## config.mk

```make
export PLATFORM = sky130hd
export DESIGN_NAME = glyph_bitmap_address_flat
export DESIGN_NICKNAME = d
export VERILOG_FILES = /design/src/gba_pkg.sv /design/src/gba_if.sv /design/src/glyph_bitmap_address.sv /design/src/flat_wrapper.sv
export SDC_FILE = /design/constraint.sdc
export NUM_CORES = 2
export LEC_CHECK = 0
export ABC_AREA = 0
export BUFFER_PORTS_ARGS = -buffer_cell sky130_fd_sc_hd__clkbuf_2
export CORE_AREA = 3 3 324 326
export CTS_CLUSTER_DIAMETER = 60
export DETAILED_ROUTE_END_ITERATION = 7
export DIE_AREA = 0 0 327 329
export PLACE_DENSITY = 0.71
export SYNTH_ARGS = -nofsm -noshare
export SYNTH_HDL_FRONTEND = slang
export SYNTH_SLANG_ARGS = --single-unit
```

## constraint.sdc

```tcl
create_clock -name clk -period 85.4 [get_ports clk]
set_input_delay 25.62 -clock clk [delete_from_list [all_inputs] [get_ports clk]]
set_output_delay 25.62 -clock clk [all_outputs]
set_load 0.005 [all_outputs]
```

## src/gba_pkg.sv

```systemverilog
`timescale 1ns / 1ps
`default_nettype none
// ----------------------------------------------------------------------------
// gba_pkg
// Shared constants for the glyph bitmap address pipeline: geometry,
// field widths, status codes and configuration register indexes.
// ----------------------------------------------------------------------------
package gba_pkg;

  // Font store geometry
  localparam int PAGE_BYTES  = 2048;
  localparam int BLOCK_BYTES = 1024;

  // Field widths
  localparam int CODE_W = 16;
  localparam int COL_W  = 8;
  localparam int PAGE_W = 24;
  localparam int GEO_W  = 7;
  localparam int OFF_W  = 36;
  localparam int GB_W   = 10;
  localparam int ST_W   = 2;

  // Internal widths
  localparam int SIZE_W   = 11;                       // (width/8) * height
  localparam int IDX_W    = 16;                       // glyph index, never above 65024
  localparam int PB_W     = $clog2(BLOCK_BYTES + 1);  // glyphs per block
  localparam int DIV_STEP = 3;                        // quotient bits per divider stage

  // Configuration port
  localparam int CFG_IDX_W  = 3;
  localparam int CFG_DATA_W = 24;

  localparam logic [CFG_IDX_W-1:0] CFG_FONT_PRESENT = 3'd0;
  localparam logic [CFG_IDX_W-1:0] CFG_LATIN_MODE   = 3'd1;
  localparam logic [CFG_IDX_W-1:0] CFG_START_CODE   = 3'd2;
  localparam logic [CFG_IDX_W-1:0] CFG_END_CODE     = 3'd3;
  localparam logic [CFG_IDX_W-1:0] CFG_FONT_PAGE    = 3'd4;
  localparam logic [CFG_IDX_W-1:0] CFG_GLYPH_WIDTH  = 3'd5;
  localparam logic [CFG_IDX_W-1:0] CFG_GLYPH_HEIGHT = 3'd6;

  // Status codes
  localparam logic [ST_W-1:0] ST_OK      = 2'd0;
  localparam logic [ST_W-1:0] ST_NO_FONT = 2'd1;
  localparam logic [ST_W-1:0] ST_RANGE   = 2'd2;

  // Row layouts
  localparam logic [COL_W-1:0] JIS_COL_LO = 8'h21;
  localparam logic [COL_W-1:0] JIS_COL_HI = 8'h7e;
  localparam logic [COL_W-1:0] JIS_ROW    = 8'h5e;
  localparam logic [COL_W-1:0] LAT_COL_LO = 8'h01;
  localparam logic [COL_W-1:0] LAT_COL_HI = 8'hfe;
  localparam logic [COL_W-1:0] LAT_ROW    = 8'hfe;

endpackage
`default_nettype wire

```

## src/gba_if.sv

```systemverilog
`timescale 1ns / 1ps
`default_nettype none
// ----------------------------------------------------------------------------
// gba_in_if / gba_out_if
// Valid/ready channels for character codes in and glyph addresses out.
// ----------------------------------------------------------------------------
interface gba_in_if;
  import gba_pkg::*;

  logic              valid;
  logic              ready;
  logic [CODE_W-1:0] char_code_in;

  modport source (output valid, output char_code_in, input ready);
  modport sink   (input valid, input char_code_in, output ready);
endinterface

interface gba_out_if;
  import gba_pkg::*;

  logic             valid;
  logic             ready;
  logic [OFF_W-1:0] byte_offset;
  logic [GB_W-1:0]  glyph_bytes;
  logic [ST_W-1:0]  status;

  modport source (output valid, output byte_offset, output glyph_bytes, output status,
                  input ready);
  modport sink   (input valid, input byte_offset, input glyph_bytes, input status,
                  output ready);
endinterface
`default_nettype wire

```

## src/glyph_bitmap_address.sv

```systemverilog
`timescale 1ns / 1ps
`default_nettype none
// ----------------------------------------------------------------------------
// glyph_bitmap_address
// Maps a two-byte character code to the byte offset and size of its glyph
// bitmap: range checks, glyph index, two pipelined long divisions, offset sum.
// ----------------------------------------------------------------------------
// Pipeline: 2 index stages, 4 stages for glyphs-per-block, 6 stages for the
//   block/slot split and 2 offset stages.
// Throughput: one code per cycle; the whole pipe holds while a result waits.
// Reset: synchronous active-low; clears all stage valids and loads the
//   register defaults (no font, JIS rows, 8x16 glyphs, codes and page 0).
module glyph_bitmap_address (
  input  logic                           clk,
  input  logic                           rst_n,
  input  logic                           cfg_we,
  input  logic [gba_pkg::CFG_IDX_W-1:0]  cfg_idx,
  input  logic [gba_pkg::CFG_DATA_W-1:0] cfg_data,
  gba_in_if.sink                         in_ch,
  gba_out_if.source                      out_ch
);
  import gba_pkg::*;

  localparam int D1_ST = (PB_W + DIV_STEP - 1) / DIV_STEP;   // per-block divide
  localparam int D2_ST = (IDX_W + DIV_STEP - 1) / DIV_STEP;  // index divide
  localparam int NDIV  = D1_ST + D2_ST;
  localparam int PROD_W = 18;                                 // signed row term
  localparam logic [PB_W-1:0] BLK_VEC = PB_W'(BLOCK_BYTES);

  // Stage 1: raw compares and products
  typedef struct packed {
    logic                     no_font;
    logic                     out_range;
    logic [SIZE_W-1:0]        size;
    logic signed [PROD_W-1:0] row_term;
    logic signed [COL_W:0]    col_diff;
    logic [PAGE_W-1:0]        page;
  } s1_t;

  // Stage 2 and divider stages
  typedef struct packed {
    logic [ST_W-1:0]   status;
    logic [SIZE_W-1:0] size;
    logic [IDX_W-1:0]  idx;
    logic [PAGE_W-1:0] page;
    logic [PB_W-1:0]   per_blk;
    logic [SIZE_W:0]   rem1;
    logic [PB_W:0]     rem2;
    logic [IDX_W-1:0]  quo;
  } pl_t;

  // Offset stage
  typedef struct packed {
    logic [ST_W-1:0]          status;
    logic [SIZE_W-1:0]        size;
    logic [OFF_W-1:0]         base;
    logic [PB_W+SIZE_W-1:0]   slot_off;
  } m_t;

  typedef struct packed {
    logic [OFF_W-1:0] byte_offset;
    logic [GB_W-1:0]  glyph_bytes;
    logic [ST_W-1:0]  status;
  } res_t;

  // --------------------------------------------------------------------------
  // Configuration registers
  // --------------------------------------------------------------------------
  logic              font_present_r;
  logic              latin_mode_r;
  logic [CODE_W-1:0] start_code_r;
  logic [CODE_W-1:0] end_code_r;
  logic [PAGE_W-1:0] font_page_r;
  logic [GEO_W-1:0]  glyph_width_r;
  logic [GEO_W-1:0]  glyph_height_r;

  always_ff @(posedge clk) begin
    if (!rst_n) begin
      font_present_r <= 1'b0;
      latin_mode_r   <= 1'b0;
      start_code_r   <= '0;
      end_code_r     <= '0;
      font_page_r    <= '0;
      glyph_width_r  <= GEO_W'(8);
      glyph_height_r <= GEO_W'(16);
    end else if (cfg_we) begin
      unique case (cfg_idx)
        CFG_FONT_PRESENT: font_present_r <= cfg_data[0];
        CFG_LATIN_MODE:   latin_mode_r   <= cfg_data[0];
        CFG_START_CODE:   start_code_r   <= cfg_data[CODE_W-1:0];
        CFG_END_CODE:     end_code_r     <= cfg_data[CODE_W-1:0];
        CFG_FONT_PAGE:    font_page_r    <= cfg_data[PAGE_W-1:0];
        CFG_GLYPH_WIDTH:  glyph_width_r  <= cfg_data[GEO_W-1:0];
        CFG_GLYPH_HEIGHT: glyph_height_r <= cfg_data[GEO_W-1:0];
        default: ;  // unused index, write dropped
      endcase
    end
  end

  // --------------------------------------------------------------------------
  // Flow control: one global advance; the output register parts the sides.
  // --------------------------------------------------------------------------
  logic out_v_r;
  res_t out_r;
  logic adv;

  assign adv         = !out_v_r || out_ch.ready;
  assign in_ch.ready = adv;

  // --------------------------------------------------------------------------
  // Stage 1: column/range checks, glyph size, row distance times row length
  // --------------------------------------------------------------------------
  logic                     s1_v_r;
  s1_t                      s1_r;
  s1_t                      s1_nxt;
  logic [COL_W-1:0]         col;
  logic [COL_W-1:0]         col_lo;
  logic [COL_W-1:0]         col_hi;
  logic [COL_W-1:0]         row_len;
  logic signed [COL_W:0]    row_diff;
  logic signed [PROD_W-1:0] row_diff_ext;

  always_comb begin
    col     = in_ch.char_code_in[COL_W-1:0];
    col_lo  = latin_mode_r ? LAT_COL_LO : JIS_COL_LO;
    col_hi  = latin_mode_r ? LAT_COL_HI : JIS_COL_HI;
    row_len = latin_mode_r ? LAT_ROW : JIS_ROW;

    row_diff     = $signed({1'b0, in_ch.char_code_in[CODE_W-1:COL_W]})
                 - $signed({1'b0, start_code_r[CODE_W-1:COL_W]});
    row_diff_ext = row_diff;

    s1_nxt.no_font   = !font_present_r;
    s1_nxt.out_range = (in_ch.char_code_in < start_code_r)
                    || (in_ch.char_code_in > end_code_r)
                    || (col < col_lo) || (col > col_hi);
    // bytes per row (up to 15) times rows (up to 127), full width operands
    s1_nxt.size      = {{(SIZE_W-GEO_W+3){1'b0}}, glyph_width_r[GEO_W-1:3]}
                     * {{(SIZE_W-GEO_W){1'b0}}, glyph_height_r};
    s1_nxt.row_term  = row_diff_ext
                     * $signed({{(PROD_W-COL_W){1'b0}}, row_len});
    s1_nxt.col_diff  = $signed({1'b0, col}) - $signed({1'b0, start_code_r[COL_W-1:0]});
    s1_nxt.page      = font_page_r;
  end

  always_ff @(posedge clk) begin
    if (!rst_n) begin
      s1_v_r <= 1'b0;
    end else if (adv) begin
      s1_v_r <= in_ch.valid;
    end
  end

  always_ff @(posedge clk) begin
    if (adv) begin
      s1_r <= s1_nxt;
    end
  end

  // --------------------------------------------------------------------------
  // Stage 2: glyph index and status
  // --------------------------------------------------------------------------
  logic                v_r  [NDIV+1];
  pl_t                 pl_r [NDIV+1];
  pl_t                 s2_nxt;
  logic signed [PROD_W-1:0] idx_s;
  logic                bad_size;

  always_comb begin
    idx_s    = s1_r.row_term + PROD_W'(s1_r.col_diff);
    bad_size = (s1_r.size == '0) || ({1'b0, s1_r.size} > (SIZE_W+1)'(BLOCK_BYTES));

    s2_nxt         = '0;
    s2_nxt.size    = s1_r.size;
    s2_nxt.idx     = idx_s[IDX_W-1:0];
    s2_nxt.page    = s1_r.page;
    priority if (s1_r.no_font) begin
      s2_nxt.status = ST_NO_FONT;
    end else if (s1_r.out_range || bad_size || idx_s < 0) begin
      s2_nxt.status = ST_RANGE;
    end else begin
      s2_nxt.status = ST_OK;
    end
  end

  always_ff @(posedge clk) begin
    if (!rst_n) begin
      v_r[0] <= 1'b0;
    end else if (adv) begin
      v_r[0] <= s1_v_r;
    end
  end

  always_ff @(posedge clk) begin
    if (adv) begin
      pl_r[0] <= s2_nxt;
    end
  end

  // --------------------------------------------------------------------------
  // Divider stages, DIV_STEP restoring steps each.
  // First D1_ST: glyphs per block = BLOCK_BYTES / size.
  // Next D2_ST: idx / per_blk -> block number (quo) and slot (rem2).
  // A zero divisor only happens on items already marked out of range or no font.
  // --------------------------------------------------------------------------
  for (genvar k = 0; k < NDIV; k++) begin : g_div
    pl_t div_nxt;

    always_comb begin
      pl_t             p;
      int              pos;
      logic [SIZE_W:0] t1;
      logic [PB_W:0]   t2;

      p  = pl_r[k];
      t1 = '0;
      t2 = '0;
      for (int j = 0; j < DIV_STEP; j++) begin
        if (k < D1_ST) begin
          pos = PB_W - 1 - k * DIV_STEP - j;
          if (pos >= 0) begin
            t1 = {p.rem1[SIZE_W-1:0], BLK_VEC[pos]};
            if (t1 >= {1'b0, p.size}) begin
              t1             = t1 - {1'b0, p.size};
              p.per_blk[pos] = 1'b1;
            end else begin
              p.per_blk[pos] = 1'b0;
            end
            p.rem1 = t1;
          end
        end else begin
          pos = IDX_W - 1 - (k - D1_ST) * DIV_STEP - j;
          if (pos >= 0) begin
            t2 = {p.rem2[PB_W-1:0], p.idx[pos]};
            if (t2 >= {1'b0, p.per_blk}) begin
              t2         = t2 - {1'b0, p.per_blk};
              p.quo[pos] = 1'b1;
            end else begin
              p.quo[pos] = 1'b0;
            end
            p.rem2 = t2;
          end
        end
      end
      div_nxt = p;
    end

    always_ff @(posedge clk) begin
      if (!rst_n) begin
        v_r[k+1] <= 1'b0;
      end else if (adv) begin
        v_r[k+1] <= v_r[k];
      end
    end

    always_ff @(posedge clk) begin
      if (adv) begin
        pl_r[k+1] <= div_nxt;
      end
    end
  end

  // --------------------------------------------------------------------------
  // Offset stage: page and block base, slot times glyph size
  // --------------------------------------------------------------------------
  logic m_v_r;
  m_t   m_r;
  m_t   m_nxt;

  always_comb begin
    m_nxt.status   = pl_r[NDIV].status;
    m_nxt.size     = pl_r[NDIV].size;
    m_nxt.base     = OFF_W'(pl_r[NDIV].page) * OFF_W'(PAGE_BYTES)
                   + OFF_W'(pl_r[NDIV].quo) * OFF_W'(BLOCK_BYTES);
    m_nxt.slot_off = pl_r[NDIV].rem2[PB_W-1:0] * pl_r[NDIV].size;
  end

  always_ff @(posedge clk) begin
    if (!rst_n) begin
      m_v_r <= 1'b0;
    end else if (adv) begin
      m_v_r <= v_r[NDIV];
    end
  end

  always_ff @(posedge clk) begin
    if (adv) begin
      m_r <= m_nxt;
    end
  end

  // --------------------------------------------------------------------------
  // Output register: final sum, zeroed fields when status is not ok
  // --------------------------------------------------------------------------
  res_t out_nxt;

  always_comb begin
    out_nxt.status = m_r.status;
    if (m_r.status == ST_OK) begin
      out_nxt.byte_offset = m_r.base + OFF_W'(m_r.slot_off);
      out_nxt.glyph_bytes = m_r.size[GB_W-1:0];  // a full 1024-byte glyph wraps to 0
    end else begin
      out_nxt.byte_offset = '0;
      out_nxt.glyph_bytes = '0;
    end
  end

  always_ff @(posedge clk) begin
    if (!rst_n) begin
      out_v_r <= 1'b0;
    end else if (adv) begin
      out_v_r <= m_v_r;
    end
  end

  always_ff @(posedge clk) begin
    if (adv) begin
      out_r <= out_nxt;
    end
  end

  assign out_ch.valid       = out_v_r;
  assign out_ch.byte_offset = out_r.byte_offset;
  assign out_ch.glyph_bytes = out_r.glyph_bytes;
  assign out_ch.status      = out_r.status;

endmodule
`default_nettype wire

```

## src/flat_wrapper.sv

```systemverilog
// flat-port wrapper written by rule: the top's interface ports become plain ports
module glyph_bitmap_address_flat import gba_pkg::*;
  (clk, rst_n, cfg_we, cfg_idx, cfg_data, in_ch_valid, in_ch_char_code_in, in_ch_ready, out_ch_valid, out_ch_byte_offset, out_ch_glyph_bytes, out_ch_status, out_ch_ready);
  gba_in_if in_ch_i ();
  gba_out_if out_ch_i ();
  input  logic clk;
  input  logic rst_n;
  input  logic cfg_we;
  input  logic [gba_pkg::CFG_IDX_W-1:0] cfg_idx;
  input  logic [gba_pkg::CFG_DATA_W-1:0] cfg_data;
  input wire logic [$bits(in_ch_i.valid)-1:0] in_ch_valid;
  input wire logic [$bits(in_ch_i.char_code_in)-1:0] in_ch_char_code_in;
  output wire logic [$bits(in_ch_i.ready)-1:0] in_ch_ready;
  output wire logic [$bits(out_ch_i.valid)-1:0] out_ch_valid;
  output wire logic [$bits(out_ch_i.byte_offset)-1:0] out_ch_byte_offset;
  output wire logic [$bits(out_ch_i.glyph_bytes)-1:0] out_ch_glyph_bytes;
  output wire logic [$bits(out_ch_i.status)-1:0] out_ch_status;
  input wire logic [$bits(out_ch_i.ready)-1:0] out_ch_ready;
  assign in_ch_i.valid = in_ch_valid;
  assign in_ch_i.char_code_in = in_ch_char_code_in;
  assign in_ch_ready = in_ch_i.ready;
  assign out_ch_valid = out_ch_i.valid;
  assign out_ch_byte_offset = out_ch_i.byte_offset;
  assign out_ch_glyph_bytes = out_ch_i.glyph_bytes;
  assign out_ch_status = out_ch_i.status;
  assign out_ch_i.ready = out_ch_ready;
  glyph_bitmap_address u_core (.clk(clk), .rst_n(rst_n), .cfg_we(cfg_we), .cfg_idx(cfg_idx), .cfg_data(cfg_data), .in_ch(in_ch_i), .out_ch(out_ch_i));
endmodule
```

==> results.py <==
metrics = {
    "status": {
        "run_status": "completed",
    },
    "floorplanning": {
        "initial_utilization": 0.549,
        "io_pins": 98,
        "die_area_um2": 108000,
        "floorplan.rows": 117,
        "coreArea_um2": 102000,
        "floorplan.die.width_um": 327,
        "die_y_um": 329,
    },
    "logic_synthesis": {
        "synth.net_count": 5268,
        "synth_enable_flop_cells": 947,
        "synth_sequential_area_ratio": 0.534,
        "synth_top_area_cell": "edfxtp_1",
        "ys_ff_latch": 1020,
        "mappedNetlistArea_um2": 56000,
        "synthFlopType": "edfxtp_1",
        "synth_largest_type_area_fraction": 0.508,
        "post_syn_instances": 4604,
        "synth.yosys.warnings": 0,
        "asyncSetResetFlopFracSynth": 0,
        "synth.lib_cells_used.distinct": 87,
        "post_synth_main_area_contributors": "edfxtp_1 51%, ha_1 10%, fa_1 5.4%, inv_1 3.3%, xnor2_1 2.8%",
        "synthesis.area_per_instance_um2": 12.2,
    },
    "min_path": {
        "hold-path-endpoint": "u_core.pl_r[8][54]",
        "cell_depth_of_the_worst_min_delay_path": 0,
        "worstHoldStart": "u_core.pl_r[7][54]",
        "min_path_type": "reg -> reg",
    },
    "cells_and_area": {
        "nNetsFinal": 5428,
        "area.sequential_um2": 29900,
        "mostFrequentLayoutCell": "edfxtp_1",
        "fillerInstances": 8062,
        "final_layout_size_suffix_gt1_frac": 0.0961,
        "area.growth.synth_to_final_pct": 10.1,
        "layout.cells.most_common_list": "947 x edfxtp_1, 493 x inv_1, 465 x ha_1, 389 x nand2_1, 225 x nor2_1",
        "antenna_cells": 0,
        "finalInstanceArea_um2": 61700,
        "multi_input_comb_area_um2": 23900,
    },
    "critical_path": {
        "category_of_the_worst_setup_path_capture_point": "output pin",
        "critical_path.max_fanout": 97,
        "worst_r2r_path_depth": 28,
        "cpPeakStageDelay_ns": 0.55,
        "cp_top_family": "buffers and inverters",
        "timing.rr.start": "u_core.pl_r[5][40]",
        "cp_num_buf_inv": 3,
        "worst_r2r_endpoint": "u_core.pl_r[6][18]",
        "critical_path.cell_chain": "clkbuf_2 > nor2b_1 > inv_8 > clkbuf_2",
        "cp_data_required_time_ns": 59.78,
        "worstSetupStartpointType": "input port",
        "critical_path_depth": 4,
        "r2r_slack_ns": 76.69,
        "critical_path.most_common_cell": "clkbuf_2",
        "slowest_stage": "nor2b_1",
        "timing.setup.critical_path_class": "in -> out",
        "critPathArrivalTime_ns": 26.99,
    },
    "timing": {
        "setup_viol": 0,
        "final_hold_viol_count": 0,
        "finalCritPeriodShare": 0.616,
        "maxSlewHeadroom": 0.272,
        "final.setup.tns_ns": 0,
        "fin_worst_skew_ns": 0.0536,
        "grt_setup_unrepaired": "false",
        "worst-slew-pin-transition_ns": 1.09,
        "post-route-min-period_ns": 52.61,
        "maxSlewViolCount": 0,
        "max_freq_ghz": 0.0190,
        "fin_hold_ws_ns": 0.409,
    },
    "clocking": {
        "postCtsResizedCells": 0,
        "cts_tree": "done",
        "cts-buffers-inserted": 107,
        "post_cts_hold_buffer_count": 0,
        "clock_sinks": 1020,
        "ctsRootBufferMaster": "clkbuf_16",
        "clock_insertion_delay_worst_skew_ns": 0.69,
        "cts_buffer_depth": 3,
        "cts_max_level": 3,
        "postCtsSetupBuffers": 0,
        "cts.clk_slew.worst_paths_ns": 0.06,
    },
    "global_routing": {
        "grt.overflow.total": 0,
        "grt_first_pass_wirelength_um": 167000,
        "grt_use_total": 0.191,
        "grt_pass1_vias": 33402,
        "grt_start_max_net_pins": 98,
        "number_of_antenna_violations_at_the_first_check_in_global_routing": 0,
    },
    "place": {
        "post-dp-hpwl_um": 75400,
        "port_buffers": 97,
        "placed_instance_area_um2": 58100,
        "place.gp.congestion": 0.890,
    },
    "route": {
        "post-route-drc-count": 0,
        "detail_route.wirelength_um": 102000,
        "dr_vias_cell": 5.40,
        "route.detailed.wl_per_inst_um": 16.4,
        "detailed_router_iteration_count_before_antenna_repair": 5,
        "dr.first_iter.drc_count": 1957,
        "dr_total_vias": 33575,
        "postRouteAntennaNets": 0,
    },
    "power_and_ir_drop": {
        "power.density_cell_area_nw_per_um2": 43.8,
        "cellLeakagePower_uw": 0.0267,
        "total_power_uw": 2700,
        "worst_ir_drop_vdd_mv": 0.109,
    },
    "run": {
        "maxCapViolCount": 0,
    },
}
==> synth_stat cells, types with 7 or more instances <==
cell / instances
a211o_1: 7
a211oi_1: 18
a21boi_0: 99
a21o_1: 72
a21oi_1: 192
a31oi_1: 22
and2_1: 105
and3_1: 33
and3b_1: 7
clkbuf_1: 61
dfxtp_1: 73
edfxtp_1: 947
fa_1: 151
ha_1: 465
inv_1: 494
mux2_2: 135
mux2i_1: 49
nand2_1: 389
nand2b_1: 40
nand3_1: 45
nand4_1: 49
nor2_1: 225
nor2b_1: 79
nor3_1: 107
nor4_1: 14
o2111ai_1: 8
o211ai_1: 11
o21a_1: 37
o21ai_0: 195
o21bai_1: 22
o31a_1: 11
o31ai_1: 22
o41ai_1: 7
or2_2: 18
or3_1: 28
xnor2_1: 179
xor2_1: 77
==> cell type report <==
cell class	instances	share of cell area
clock inverters	65	0.0128
well taps	1368	0.0277
repair buffers	121	0.0108
multi-input cells	3013	0.388
inverters	501	0.0306
clock buffers	130	0.0453
flip-flops and latches	1020	0.485
==> how the worst max path moves through the flow <==
| stage | slack (ns) | startpoint | to |
|---|---|---|---|
| after floorplan | 8.60 | out_ch_ready | in_ch_ready |
| after detailed placement | 32.79 | out_ch_ready | in_ch_ready |
| after global placement | 32.81 | out_ch_ready | in_ch_ready |
| after global routing | 32.73 | out_ch_ready | in_ch_ready |
| final | 32.79 | out_ch_ready | in_ch_ready |
| after CTS | 32.79 | out_ch_ready | in_ch_ready |
==> metrics by stage <==
stage	util	std cells	setup WS, ns
after floorplan	-	4604	8.60
after global placement	0.569	6023	32.81
after detailed placement	0.569	6023	32.79
after CTS	0.605	6218	32.79
after global routing	0.605	6218	32.73
final	0.605	6218	32.79
==> cells by family after synthesis <==
logic type / after synthesis / synth area share
and+or+nand+nor: 1168 / 0.101
DFF: 1020 / 0.534
AOI/OAI and AO/OA: 783 / 0.0909
adders and majority gates: 616 / 0.158
buffers and inverters: 571 / 0.0387
xor gates and xnor gates: 256 / 0.0400
muxes: 190 / 0.0375
==> flip-flops by register name (all words and copies together), names as in the netlist, 2 cells and up <==
register	flops
u_core.end_code_r	16
u_core.font_page_r	24
u_core.glyph_height_r	7
u_core.glyph_width_r	4
u_core.m_r	60
u_core.out_ch.byte_offset	36
u_core.out_ch.glyph_bytes	10
u_core.out_ch.status	2
u_core.pl_r	766
u_core.s1_r	63
u_core.start_code_r	16
u_core.v_r	11
==> where the power goes <==
part | switching (uW) | internal [uW] | total, uW
sequential | 48.0 | 699 | 747
clock | 192 | 270 | 462
combinational | 793 | 698 | 1490
==> layer usage <==
metal,wire length (um),track usage,vias up
met3,3530,0.0271,185
li1,-,-,16831
met2,51400,0.341,553
met1,43800,0.240,16006
met5,0,0,-
met4,3430,0.0662,0
==> worst register-to-register path, delay by kind of cell (launching register included) <==
| family | cells | cell delay [ns] |
|---|---|---|
| and+or+nand+nor | 3 | 0.71 |
| DFF | 1 | 0.48 |
| AOI/OAI and AO/OA | 17 | 4.43 |
| adders and majority gates | 4 | 1.51 |
| muxes | 3 | 1.06 |
| buffers and inverters | 1 | 0.23 |
No activity file was read; power rests on OpenSTA's default activity.
